<file path="src/design/lds_pkg.sv">
// Shared types, codes and an arithmetic helper of the LED dimmer with slew-rate ramp.
`default_nettype none
package lds_pkg;

  typedef enum logic [2:0] {
    OP_TICK   = 3'd0,
    OP_SET    = 3'd1,
    OP_BUMP   = 3'd2,
    OP_ON     = 3'd3,
    OP_OFF    = 3'd4,
    OP_LOAD   = 3'd5
  } op_t;

  typedef enum logic [1:0] {
    REG_RAMP_STEP     = 2'd0,
    REG_INTERVAL      = 2'd1,
    REG_ACTIVE_CHANS  = 2'd2
  } reg_index_t;

  localparam int unsigned VALUE_W    = 8;
  localparam int unsigned TICK_W     = 16;
  localparam int unsigned ACTIVE_W   = 3;
  localparam int unsigned PROD_W     = 2 * VALUE_W;
  localparam int unsigned QUOT_W     = 10;
  localparam int unsigned RECIP_W    = 17;
  localparam int unsigned RECIP_SHIFT = 23;
  localparam logic [RECIP_W-1:0] RECIP_100 = 17'd83887;
  localparam logic [VALUE_W-1:0] PERCENT_MAX = 8'd100;
  localparam logic [VALUE_W-1:0] DUTY_MAX = 8'd255;

  typedef struct packed {
    logic ramp;
    logic adopt;
  } lane_ctl_t;

  typedef struct packed {
    logic adv1;
    logic adv2;
    logic adv3;
  } pipe_adv_t;

  function automatic logic [VALUE_W-1:0] approach(input logic [VALUE_W-1:0] cur,
                                                 input logic [VALUE_W-1:0] goal,
                                                 input logic [VALUE_W-1:0] step);
    logic [VALUE_W-1:0] room;
    logic [VALUE_W-1:0] move;
    begin
      room = (cur < goal) ? (goal - cur) : (cur - goal);
      move = (step < room) ? step : room;
      approach = (cur < goal) ? (cur + move) : (cur - move);
    end
  endfunction

endpackage
`default_nettype wire

</file>
<file path="src/design/led_dimmer_slew_ramp.sv">
// Top level of the multi-channel LED dimmer with slew-rate ramping.
//
// The slave stream carries one command per transfer; each command yields
// exactly one result transfer on the master stream with the duties of
// channels 0 to 3, the on flag and the ramping flag. Commands update the
// brightness and colour state in the cycle they are accepted; the result
// then passes a capture stage, a product stage and a divide-by-one-hundred
// stage that ends in the merging output register, one colour lane and one
// duty lane per channel working side by side.
// Throughput is one command per cycle while the receiver does not stall.
// When the receiver stalls, the three stages fill and s_tready falls only
// once all of them hold results; earlier stages keep accepting meanwhile.
// Synchronous reset clears the state, the pipeline and the registers to
// ramp_step 1, interval_ticks 10 and active_channels 4.
// Configuration is written through cfg_wen, cfg_addr and cfg_wdata; the user must write it only while idle, unenforced.
`default_nettype none
module led_dimmer_slew_ramp #(
  parameter int unsigned CHANNELS = 4
) (
  input  wire logic        clk,
  input  wire logic        rst,
  input  wire logic        s_tvalid,
  output logic             s_tready,
  // op[2:0], value[10:3], color_a[18:11], color_b[26:19], color_c[34:27],
  // color_d[42:35], color_count[45:43], zero[47:46]
  input  wire logic [47:0] s_tdata,
  output logic             m_tvalid,
  input  wire logic        m_tready,
  // duty_a[7:0], duty_b[15:8], duty_c[23:16], duty_d[31:24], lamp_on[32],
  // ramping[33], zero[39:34]
  output logic [39:0]      m_tdata,
  input  wire logic        cfg_wen,
  input  wire logic [1:0]  cfg_addr,
  input  wire logic [15:0] cfg_wdata
);

  localparam int unsigned VW = lds_pkg::VALUE_W;
  localparam int unsigned IDX_W = 5;

  logic [VW-1:0]                 ramp_step;
  logic [lds_pkg::TICK_W-1:0]    interval_ticks;
  logic [lds_pkg::ACTIVE_W-1:0]  active_channels;

  logic [VW-1:0]                 bright_level;
  logic [VW-1:0]                 bright_target;
  logic                          switched_on;
  logic [lds_pkg::TICK_W-1:0]    tick_count;
  logic [VW-1:0]                 level_next;
  logic [VW-1:0]                 target_next;
  logic                          on_next;
  logic [lds_pkg::TICK_W-1:0]    tick_next;

  logic [2:0]                    in_op;
  logic [VW-1:0]                 in_value;
  logic [VW-1:0]                 in_color [4];
  logic [2:0]                    in_color_count;

  logic                          accept;
  logic [VW-1:0]                 step;
  logic [lds_pkg::TICK_W-1:0]    tick_inc;
  logic                          fire;
  logic [VW:0]                   bump_sum;
  lds_pkg::lane_ctl_t            lane_ctl;
  lds_pkg::pipe_adv_t            adv;
  logic                          moving_next;

  logic [CHANNELS-1:0]           lane_diff;
  logic [VW-1:0]                 lane_duty [CHANNELS];
  logic [VW-1:0]                 duty_out [4];

  logic                          valid1;
  logic                          valid2;
  logic                          ready1;
  logic                          ready2;
  logic                          ready3;
  logic [VW-1:0]                 level1;
  logic                          on1;
  logic                          moving1;
  logic                          on2;
  logic                          moving2;
  logic                          lamp_on;
  logic                          ramping;

  assign in_op          = s_tdata[2:0];
  assign in_value       = s_tdata[10:3];
  assign in_color[0]    = s_tdata[18:11];
  assign in_color[1]    = s_tdata[26:19];
  assign in_color[2]    = s_tdata[34:27];
  assign in_color[3]    = s_tdata[42:35];
  assign in_color_count = s_tdata[45:43];

  always_ff @(posedge clk) begin
    if (rst) begin
      ramp_step       <= 8'd1;
      interval_ticks  <= 16'd10;
      active_channels <= 3'd4;
    end else if (cfg_wen) begin
      unique case (cfg_addr)
        lds_pkg::REG_RAMP_STEP:    ramp_step       <= cfg_wdata[VW-1:0];
        lds_pkg::REG_INTERVAL:     interval_ticks  <= cfg_wdata;
        lds_pkg::REG_ACTIVE_CHANS: active_channels <= cfg_wdata[lds_pkg::ACTIVE_W-1:0];
        default: ;
      endcase
    end
  end

  assign ready3   = !m_tvalid || m_tready;
  assign ready2   = !valid2 || ready3;
  assign ready1   = !valid1 || ready2;
  assign s_tready = ready1;
  assign accept   = s_tvalid && s_tready;
  assign adv.adv1 = accept;
  assign adv.adv2 = valid1 && ready2;
  assign adv.adv3 = valid2 && ready3;

  always_comb begin
    step     = (ramp_step == '0) ? 8'd1 : ramp_step;
    tick_inc = (tick_count == '1) ? tick_count : (tick_count + 16'd1);
    fire     = (tick_inc >= interval_ticks);
    bump_sum = {1'b0, bright_target} + {1'b0, in_value};
    level_next  = bright_level;
    target_next = bright_target;
    on_next     = switched_on;
    tick_next   = tick_count;
    if (accept) begin
      unique case (in_op)
        lds_pkg::OP_TICK: begin
          if (switched_on) begin
            if (fire) begin
              level_next = lds_pkg::approach(bright_level, bright_target, step);
              tick_next  = '0;
            end else begin
              tick_next = tick_inc;
            end
          end
        end
        lds_pkg::OP_SET: begin
          target_next = (in_value > lds_pkg::PERCENT_MAX) ? lds_pkg::PERCENT_MAX : in_value;
        end
        lds_pkg::OP_BUMP: begin
          target_next = (bump_sum > {1'b0, lds_pkg::PERCENT_MAX}) ? in_value
                                                                   : bump_sum[VW-1:0];
        end
        lds_pkg::OP_ON: begin
          if (!switched_on) begin
            on_next    = 1'b1;
            level_next = '0;
            tick_next  = '0;
          end
        end
        lds_pkg::OP_OFF: begin
          if (switched_on) begin
            on_next    = 1'b0;
            level_next = bright_target;
          end
        end
        default: ;
      endcase
    end
    lane_ctl.ramp  = accept && (in_op == lds_pkg::OP_TICK) && switched_on && fire;
    lane_ctl.adopt = accept && (in_op == lds_pkg::OP_ON) && !switched_on;
  end

  assign moving_next = on_next && ((level_next != target_next) || (|lane_diff));

  always_ff @(posedge clk) begin
    if (rst) begin
      bright_level  <= '0;
      bright_target <= '0;
      switched_on   <= 1'b0;
      tick_count    <= '0;
    end else begin
      bright_level  <= level_next;
      bright_target <= target_next;
      switched_on   <= on_next;
      tick_count    <= tick_next;
    end
  end

  for (genvar i = 0; i < CHANNELS; i++) begin : g_lane
    localparam logic [IDX_W-1:0] IDX = IDX_W'(i);
    logic          driven;
    logic          load;
    logic [VW-1:0] goal_in;
    logic [VW-1:0] now_next;
    logic [VW-1:0] color_in;

    assign driven = (IDX < IDX_W'(active_channels));
    if (i < 4) begin : g_fed
      assign goal_in = in_color[i];
      assign load = accept && (in_op == lds_pkg::OP_LOAD) && ((i < 3) || in_color_count[2]);
    end else begin : g_unfed
      assign goal_in = '0;
      assign load = 1'b0;
    end
    assign color_in = (on_next && driven) ? now_next : '0;

    lds_ramp_lane u_ramp (
      .clk      (clk),
      .rst      (rst),
      .ctl      (lane_ctl),
      .driven   (driven),
      .load     (load),
      .goal_in  (goal_in),
      .step     (step),
      .now_next (now_next),
      .diff     (lane_diff[i])
    );

    lds_duty_lane u_duty (
      .clk      (clk),
      .adv      (adv),
      .color_in (color_in),
      .level1   (level1),
      .duty     (lane_duty[i])
    );
  end

  for (genvar k = 0; k < 4; k++) begin : g_out
    if (k < CHANNELS) begin : g_live
      assign duty_out[k] = lane_duty[k];
    end else begin : g_none
      assign duty_out[k] = '0;
    end
  end

  always_ff @(posedge clk) begin
    if (rst) begin
      valid1   <= 1'b0;
      valid2   <= 1'b0;
      m_tvalid <= 1'b0;
    end else begin
      if (adv.adv1) begin
        valid1 <= 1'b1;
      end else if (adv.adv2) begin
        valid1 <= 1'b0;
      end
      if (adv.adv2) begin
        valid2 <= 1'b1;
      end else if (adv.adv3) begin
        valid2 <= 1'b0;
      end
      if (adv.adv3) begin
        m_tvalid <= 1'b1;
      end else if (m_tready) begin
        m_tvalid <= 1'b0;
      end
    end
  end

  always_ff @(posedge clk) begin
    if (adv.adv1) begin
      level1  <= level_next;
      on1     <= on_next;
      moving1 <= moving_next;
    end
    if (adv.adv2) begin
      on2     <= on1;
      moving2 <= moving1;
    end
    if (adv.adv3) begin
      lamp_on <= on2;
      ramping <= moving2;
    end
  end

  assign m_tdata = {6'd0, ramping, lamp_on, duty_out[3], duty_out[2], duty_out[1], duty_out[0]};

  a_ramping_needs_on: assert property (@(posedge clk) disable iff (rst)
    m_tvalid |-> (lamp_on || !ramping))
    else $error("ramping reported while the lamp is off");

  a_off_duties_zero: assert property (@(posedge clk) disable iff (rst)
    (m_tvalid && !lamp_on) |-> (m_tdata[31:0] == 32'd0))
    else $error("non-zero duty while the lamp is off");

  a_tick_holds_off: assert property (@(posedge clk) disable iff (rst)
    !switched_on |=> $stable(tick_count) || switched_on)
    else $error("tick count moved while switched off");

  a_stall_full: assert property (@(posedge clk) disable iff (rst)
    !s_tready |-> (valid1 && valid2 && m_tvalid && !m_tready))
    else $error("input stalled with room in the pipeline");

endmodule
`default_nettype wire

</file>
<file path="src/design/lds_ramp_lane.sv">
// One colour channel: current and target colour, the current one ramped toward the target.
`default_nettype none
module lds_ramp_lane (
  input  wire logic                         clk,
  input  wire logic                         rst,
  input  wire lds_pkg::lane_ctl_t           ctl,
  input  wire logic                         driven,
  input  wire logic                         load,
  input  wire logic [lds_pkg::VALUE_W-1:0]  goal_in,
  input  wire logic [lds_pkg::VALUE_W-1:0]  step,
  output logic      [lds_pkg::VALUE_W-1:0]  now_next,
  output logic                              diff
);

  logic [lds_pkg::VALUE_W-1:0] color_now;
  logic [lds_pkg::VALUE_W-1:0] color_goal;
  logic [lds_pkg::VALUE_W-1:0] goal_next;

  always_comb begin
    now_next  = color_now;
    goal_next = color_goal;
    if (driven && ctl.ramp) begin
      now_next = lds_pkg::approach(color_now, color_goal, step);
    end
    if (driven && ctl.adopt && (color_now == '0)) begin
      now_next = color_goal;
    end
    if (driven && load) begin
      goal_next = goal_in;
    end
    diff = driven && (now_next != goal_next);
  end

  always_ff @(posedge clk) begin
    if (rst) begin
      color_now  <= '0;
      color_goal <= '0;
    end else begin
      color_now  <= now_next;
      color_goal <= goal_next;
    end
  end

endmodule
`default_nettype wire

</file>
<file path="src/design/lds_duty_lane.sv">
// One duty channel: level times colour, divided by one hundred and saturated, in three stages.
`default_nettype none
module lds_duty_lane (
  input  wire logic                         clk,
  input  wire lds_pkg::pipe_adv_t           adv,
  input  wire logic [lds_pkg::VALUE_W-1:0]  color_in,
  input  wire logic [lds_pkg::VALUE_W-1:0]  level1,
  output logic      [lds_pkg::VALUE_W-1:0]  duty
);

  localparam int unsigned FULL_W = lds_pkg::PROD_W + lds_pkg::RECIP_W;

  logic [lds_pkg::VALUE_W-1:0] color1;
  logic [lds_pkg::PROD_W-1:0]  prod2;
  logic [FULL_W-1:0]           scaled;
  logic [lds_pkg::QUOT_W-1:0]  quot;
  logic [lds_pkg::VALUE_W-1:0] duty_next;

  always_comb begin
    scaled = FULL_W'(prod2) * FULL_W'(lds_pkg::RECIP_100);
    quot   = scaled[lds_pkg::RECIP_SHIFT +: lds_pkg::QUOT_W];
    duty_next = (quot > lds_pkg::QUOT_W'(lds_pkg::DUTY_MAX)) ? lds_pkg::DUTY_MAX
                                                          : quot[lds_pkg::VALUE_W-1:0];
  end

  always_ff @(posedge clk) begin
    if (adv.adv1) begin
      color1 <= color_in;
    end
    if (adv.adv2) begin
      prod2 <= lds_pkg::PROD_W'(level1) * lds_pkg::PROD_W'(color1);
    end
    if (adv.adv3) begin
      duty <= duty_next;
    end
  end

endmodule
`default_nettype wire

</file>
<file path="config.mk">
export PLATFORM = sky130hd
export DESIGN_NAME = led_dimmer_slew_ramp
export DESIGN_NICKNAME = d
export VERILOG_FILES = /design/src/design/lds_pkg.sv /design/src/design/led_dimmer_slew_ramp.sv /design/src/design/lds_ramp_lane.sv /design/src/design/lds_duty_lane.sv
export SDC_FILE = /design/constraint.sdc
export NUM_CORES = 2
export LEC_CHECK = 0
export ABC_AREA = 1
export BUFFER_PORTS_ARGS = -buffer_cell sky130_fd_sc_hd__clkbuf_2
export CAP_MARGIN = 20
export CORE_ASPECT_RATIO = 1.1
export CORE_MARGIN = 1
export CORE_UTILIZATION = 55
export DETAILED_ROUTE_END_ITERATION = 16
export PLACE_DENSITY = 0.71
export SKIP_CTS_REPAIR_TIMING = 1
export SYNTH_ARGS = -nofsm -noshare
export SYNTH_HDL_FRONTEND = slang
export SYNTH_SLANG_ARGS = --single-unit
</file>
<file path="constraint.sdc">
create_clock -name clk -period 10.05 [get_ports clk]
set_input_delay 2.01 -clock clk [delete_from_list [all_inputs] [get_ports clk]]
set_output_delay 2.01 -clock clk [all_outputs]
set_load 0.01 [all_outputs]
</file>
* Yosys cells after proc, flatten, opt, wreduce, memory -nomap -nowiden *
Index checks and enable logic that the tools add are counted.
Widths: inputs -> output; s select.

storage, ports and cells
  input port bits = 71
  logic and storage cells = 213
  bits in registers = 269

operators by class
  $mul = 8
  mux-type cells = 51
  add/subtract/negate cells = 22
  reductions and logical operators = 59
  equality and inequality tests = 15
  order comparisons = 21

operator list
  cell                    count
  $mux 8                  36
  $mul 16x17->33 const B  4
  $sub 8x8->8             15
  $lt 8x8->1              10
  $mul 8x8->16            4
  $mux 16                 4
  $add 8x8->8             5
  $gt 10x8->1 const B     4
  $logic_not 8->1         5
  $ne 8x8->1              5
  $logic_and 1x1->1       35
  $pmux 16 s2             1
  $pmux 8 s3              1
  $add 16x1->16 const B   1
  $eq 16x16->1 const B    1
  $ge 16x16->1            1
  $pmux 8 s2              1
  $add 8x8->9             1
  $gt 9x7->1 const B      1
  $gt 8x7->1 const B      1
  $reduce_bool 2->1       4
  $mux 1                  7
  $eq 3x2->1 const B      2
  $eq 3x3->1 const B      2
  other kinds (14)        25

* Logic depth before layout (Yosys ltp) *
  word-level depth = 16
  depth in mapped cells = 52
  depth with buffers taken out = 52

* Cells and area by module *
Synthesis repeated with hierarchy kept, for this count alone.

unflattened totals
  cell total of the unflattened synthesis = 6,541
  area total of the unflattened synthesis = 50,505.9 um2

modules (own cells, without submodules)
  module                            cells an instance  times used  area each (um2)  sequential area each (um2)
  lds_ramp_lane                     361                4           2,356.0          320.3
  lds_duty_lane (g_lane[0].u_duty)  1,038              1           8,734.6          960.9
  lds_duty_lane (g_lane[3].u_duty)  1,034              1           8,707.1          960.9
  lds_duty_lane (g_lane[2].u_duty)  1,042              1           8,689.6          960.9
  lds_duty_lane (g_lane[1].u_duty)  1,030              1           8,678.3          960.9
  led_dimmer_slew_ramp              953                1           6,272.3          1,681.6

* Worst setup path before layout *
Ideal clock, no wire load.

  path kind = register to register
  from = reg g_lane[3].u_duty.prod2[5] in the netlist's numbering
  to = reg g_lane[3].u_duty.duty[5] in the netlist's numbering (data pin)
  data required time = 9.771 ns
  arrival = 5.726 ns
  period minus slack after synthesis = 6.005 ns
  setup slack = 4.045 ns
  stages on the path, launching flop included = 23
  buffers on the path = 0
  setup time = 0.279 ns
  path through = edfxtp_1 fa_1 inv_1 fa_1 fa_1 inv_1 fa_1 inv_1 fa_1 inv_1 fa_1 ha_1 nand2_1 inv_1 a221o_1 a21oi_1 nor2_1 a2111oi_0 o21ai_0 nand2_1 o311ai_0 xor2_1 nand3_1

between the ends
  cells in the longest elaborated chain, start to end = 2

ends and longest elaborated chain
  item                    RTL line             RTL
  from (decl)             lds_duty_lane.sv:14  logic [lds_pkg::PROD_W-1:0] prod2;
  from (signal assigned)  lds_duty_lane.sv:31  prod2 <= lds_pkg::PROD_W'(level1) * lds_pkg::PROD_W'(color1);
  $mul 16x17->33 (*)      lds_duty_lane.sv:20  scaled = FULL_W'(prod2) * FULL_W'(lds_pkg::RECIP_100);
  $gt 10x8->1             lds_duty_lane.sv:22  duty_next = (quot > lds_pkg::QUOT_W'(lds_pkg::DUTY_MAX)) ? lds_pkg::DUTY_MAX
  to (signal assigned)    lds_duty_lane.sv:34  duty <= duty_next;
  to (decl)               lds_duty_lane.sv:8   output logic [lds_pkg::VALUE_W-1:0] duty

Mark *: on every way between the ends. The rest lies on a longest branch, timed or not.
A chain may end at the register's enable or synchronous reset.

* Final worst setup path *
  from = reg g_lane[2].u_ramp.color_now[0] in the netlist's numbering
  to = reg moving1 (data pin)

between the ends
  cells in the longest elaborated chain, start to end = 13

ends and longest elaborated chain
  item                                               RTL line                      RTL
  from (decl)                                        lds_ramp_lane.sv:15           logic [lds_pkg::VALUE_W-1:0] color_now;
  from (signal assigned)                             lds_ramp_lane.sv:39           color_now <= now_next;
  $sub 8x8->8 / $lt 8x8->1 (equally long branches)   lds_pkg.sv:48, lds_pkg.sv:50
  $mux 8                                             lds_pkg.sv:48                 room = (cur < goal) ? (goal - cur) : (cur - goal);
  $lt 8x8->1                                         lds_pkg.sv:49                 move = (step < room) ? step : room;
  $mux 8                                             lds_pkg.sv:49
  $sub 8x8->8 / $add 8x8->8 (equally long branches)  lds_pkg.sv:50                 approach = (cur < goal) ? (cur + move) : (cur - move);
  $mux 8                                             lds_pkg.sv:50
  $mux 8                                             lds_ramp_lane.sv:22           if (driven && ctl.ramp) begin
  $mux 8 (*)                                         lds_ramp_lane.sv:25           if (driven && ctl.adopt && (color_now == '0)) begin
  $ne 8x8->1 (*)                                     lds_ramp_lane.sv:31           diff = driven && (now_next != goal_next);
  $logic_and 1x1->1 (*)                              lds_ramp_lane.sv:31
  $reduce_or 4->1 (*)                                led_dimmer_slew_ramp.sv:164   assign moving_next = on_next && ((level_next != target_next) || (|lane_diff));
  $logic_or 1x1->1 (*)                               led_dimmer_slew_ramp.sv:164
  $logic_and 1x1->1 (*)                              led_dimmer_slew_ramp.sv:164
  via moving_next                                    led_dimmer_slew_ramp.sv:65    logic moving_next;
  to (signal assigned)                               led_dimmer_slew_ramp.sv:255   moving1 <= moving_next;
  to (decl)                                          led_dimmer_slew_ramp.sv:78    logic moving1;

Mark *: on every way through the listed nets, which the timed path passes. The rest lies on a longest branch.

==> results.yml <==
outcome:
  status: "completed"
placed_design:
  place_hpwl_um: 89800
  io_buffers: 102
  globalplace.congestion: 0.939
cells_and_area:
  fin_util: 0.590
  multi_input_area_mm2: 0.0340
  layout.nets: 7199
  nFillCells: 7569
  layout_common_cells: "inv_1 (1378), nand2_1 (1037), ha_1 (853), fa_1 (548), a21oi_1 (288)"
  seqCellArea_mm2: 0.00681
  layout-drive-gt1-share: 0.0429
  final_common_cell: "inv_1"
  area_delta_synth_final_pct: 5.64
cts:
  h-tree-depth: 2
  cts_root_buf: "clkbuf_16"
  clk_pin_slew_ns: 0.07
  cts_sinks: 269
  cts_tree: "yes"
  clk_latency_ns: 0.57
  cts_buffer_depth: 3
  cts_buffers: 36
worst_setup_path:
  crit_family: "simple AND/OR/NAND/NOR gates"
  critPathLaunch: "g_lane[2].u_ramp.color_now[0]"
  crit_path_max_incr_delay_ns: 0.41
  critical_path.slowest_cell: "fa_1"
  r2r_start: "g_lane[2].u_ramp.color_now[0]"
  critical_path_class: "flop to flop"
  worst-path-buf-inv: 8
  start_kind: "flop"
  crit_path_end_kind: "flop"
  cp_common_cell: "nand2_1"
  reg2reg_slack_ns: 2.95
  worstPathRequired_ns: 10.37
  crit_fanout: 14
  cp.arrival_ns: 7.42
synthesis:
  synth_seq_cells: 269
  synth.area.mux_share: 0.000429
  synth_area_per_cell_um2: 8.20
  synth-compound-area-share: 0.0821
  synth_xor_area_frac: 0.0390
  syn_inst: 5693
  synth_top_family_by_area: "adder cells"
  synth_edf_count: 142
  yosysWarnings: 0
  netlist_area_mm2: 0.0467
  synth_cell_types: 61
  synthAdderAreaFrac: 0.464
  async_flop_share: 0
  synth_flop_cell: "edfxtp_1"
  yosys.area_share.simple: 0.143
  ys_seq_area_frac: 0.146
drt:
  vias: 36000
  drc: 0
  drtAntennaViolNets: 0
  drt-total-wl_um: 106000
  drt-wirelength-per-cell_um: 15.4
  drtPass1Iterations: 7
  initialDrtViolationCount: 1714
  via_per_inst: 5.23
timing:
  hold_viol_final: 0
  clock.fmax_mhz: 141
  period_share: 0.707
  skew_ns: 0.0227
  slew_headroom: 0.327
  worst_pin_slew_ns: 1.00
  finalWorstPathRequiredPeriod_ns: 7.10
  whs_ns: 0.420
  final-setup-viol-count: 0
  final_max_slew_viol_count: 0
  tns_ns: 0
  rsz0062_at_grt: "false"
global_routing:
  grt_pass1_vias: 37200
  grt_remaining_overflow: 0
  antenna_found_initial: 4
  grt_start_max_net_pins: 65
  gr-usage-all-layers: 0.256
  grt_pass1_wl_um: 179000
floorplanning:
  initial_core_util: 0.558
  die_y_um: 308
  core_region_area_mm2: 0.0836
  num_io_pins: 113
  dieArea_mm2: 0.0860
  rows: 111
  die-width_um: 280
job:
  cap_viol_max_count: 0
hold_path:
  hold_start: "moving2"
  hold_path_class: "flop to flop"
[routing by layer]
| metal | GRT usage | wire (um) |
|---|---|---|
| met1 | 0.315 | 45200 |
| met4 | 0.0863 | 3800 |
| met2 | 0.461 | 52400 |
| met3 | 0.0303 | 4630 |
| met5 | 0 | 17 |
[state kept, by name, indices dropped and copies added (netlist names), 3 cells and up]
register and cells:
tick_count 16, g_lane.u_duty.color1 32, bright_target 8, ramp_step 8, g_lane.u_duty.duty 32, level1 8, g_lane.u_ramp.color_goal 32, g_lane.u_ramp.color_now 32
active_channels 3, interval_ticks 16, bright_level 8, g_lane.u_duty.prod2 64
[worst register-to-register path: cells and delay by family, from the launching register on]
kind	cells	cell delay, ns
DFF	1	0.34
and+or+nand+nor	23	2.26
adders and majority gates	5	1.36
buffers and inverters	8	0.78
AOI/OAI and AO/OA	10	2.12
[final timing paths]
| path | to | cells after the start |
|---|---|---|
| worst min register to register | ramping | 0 |
| worst min-delay path | ramping | 0 |
| worst max register to register | moving1 | 46 |
| worst max-delay path | moving1 | 46 |
[synth_stat cells, types with 17 or more instances]
master / n / area share
clkbuf_2: 28 / 0.0030
o211ai_1: 35 / 0.0056
ha_1: 853 / 0.23
nand2_1: 1037 / 0.083
fa_1: 548 / 0.24
edfxtp_1: 142 / 0.091
o21ai_1: 26 / 0.0028
xnor2_1: 88 / 0.017
nand3_1: 199 / 0.021
nor3_1: 32 / 0.0034
clkbuf_1: 67 / 0.0054
nor2_1: 248 / 0.020
nand4_1: 34 / 0.0046
a21o_1: 17 / 0.0027
xor2_1: 120 / 0.023
inv_1: 1380 / 0.11
a21oi_1: 289 / 0.031
a31oi_1: 23 / 0.0031
o21bai_1: 19 / 0.0031
o21ai_0: 185 / 0.020
dfxtp_1: 127 / 0.054
[final cells by class]
class                      instances  share of cell area
multi-input combinational       3906               0.691
sequential                       269               0.138
inverter                        1397               0.106
tap                             1130              0.0287
clock buffer                      51              0.0209
timing repair buffer             117              0.0127
clock inverter                    13             0.00264
antenna                            1           0.0000508
[kinds of logic after synthesis]
kind of cell,count (synthesis)
compound gates,673
xor+xnor,208
fa+ha+maj,1401
buf+inv,1523
flops,269
mux,2
other cells,1
simple gates,1616
[through the flow]
step,worst slack [ns],instance area [um2],cells
finish,2.95,49300,6884
CTS,2.94,49300,6883
global placement,3.02,48100,6819
global route,2.17,49300,6884
floorplan,4.04,46700,5698
detailed placement,2.95,48100,6819
Power is not shown: default switching activity piles up to over one toggle a cycle in this logic, so the estimate is an artifact.
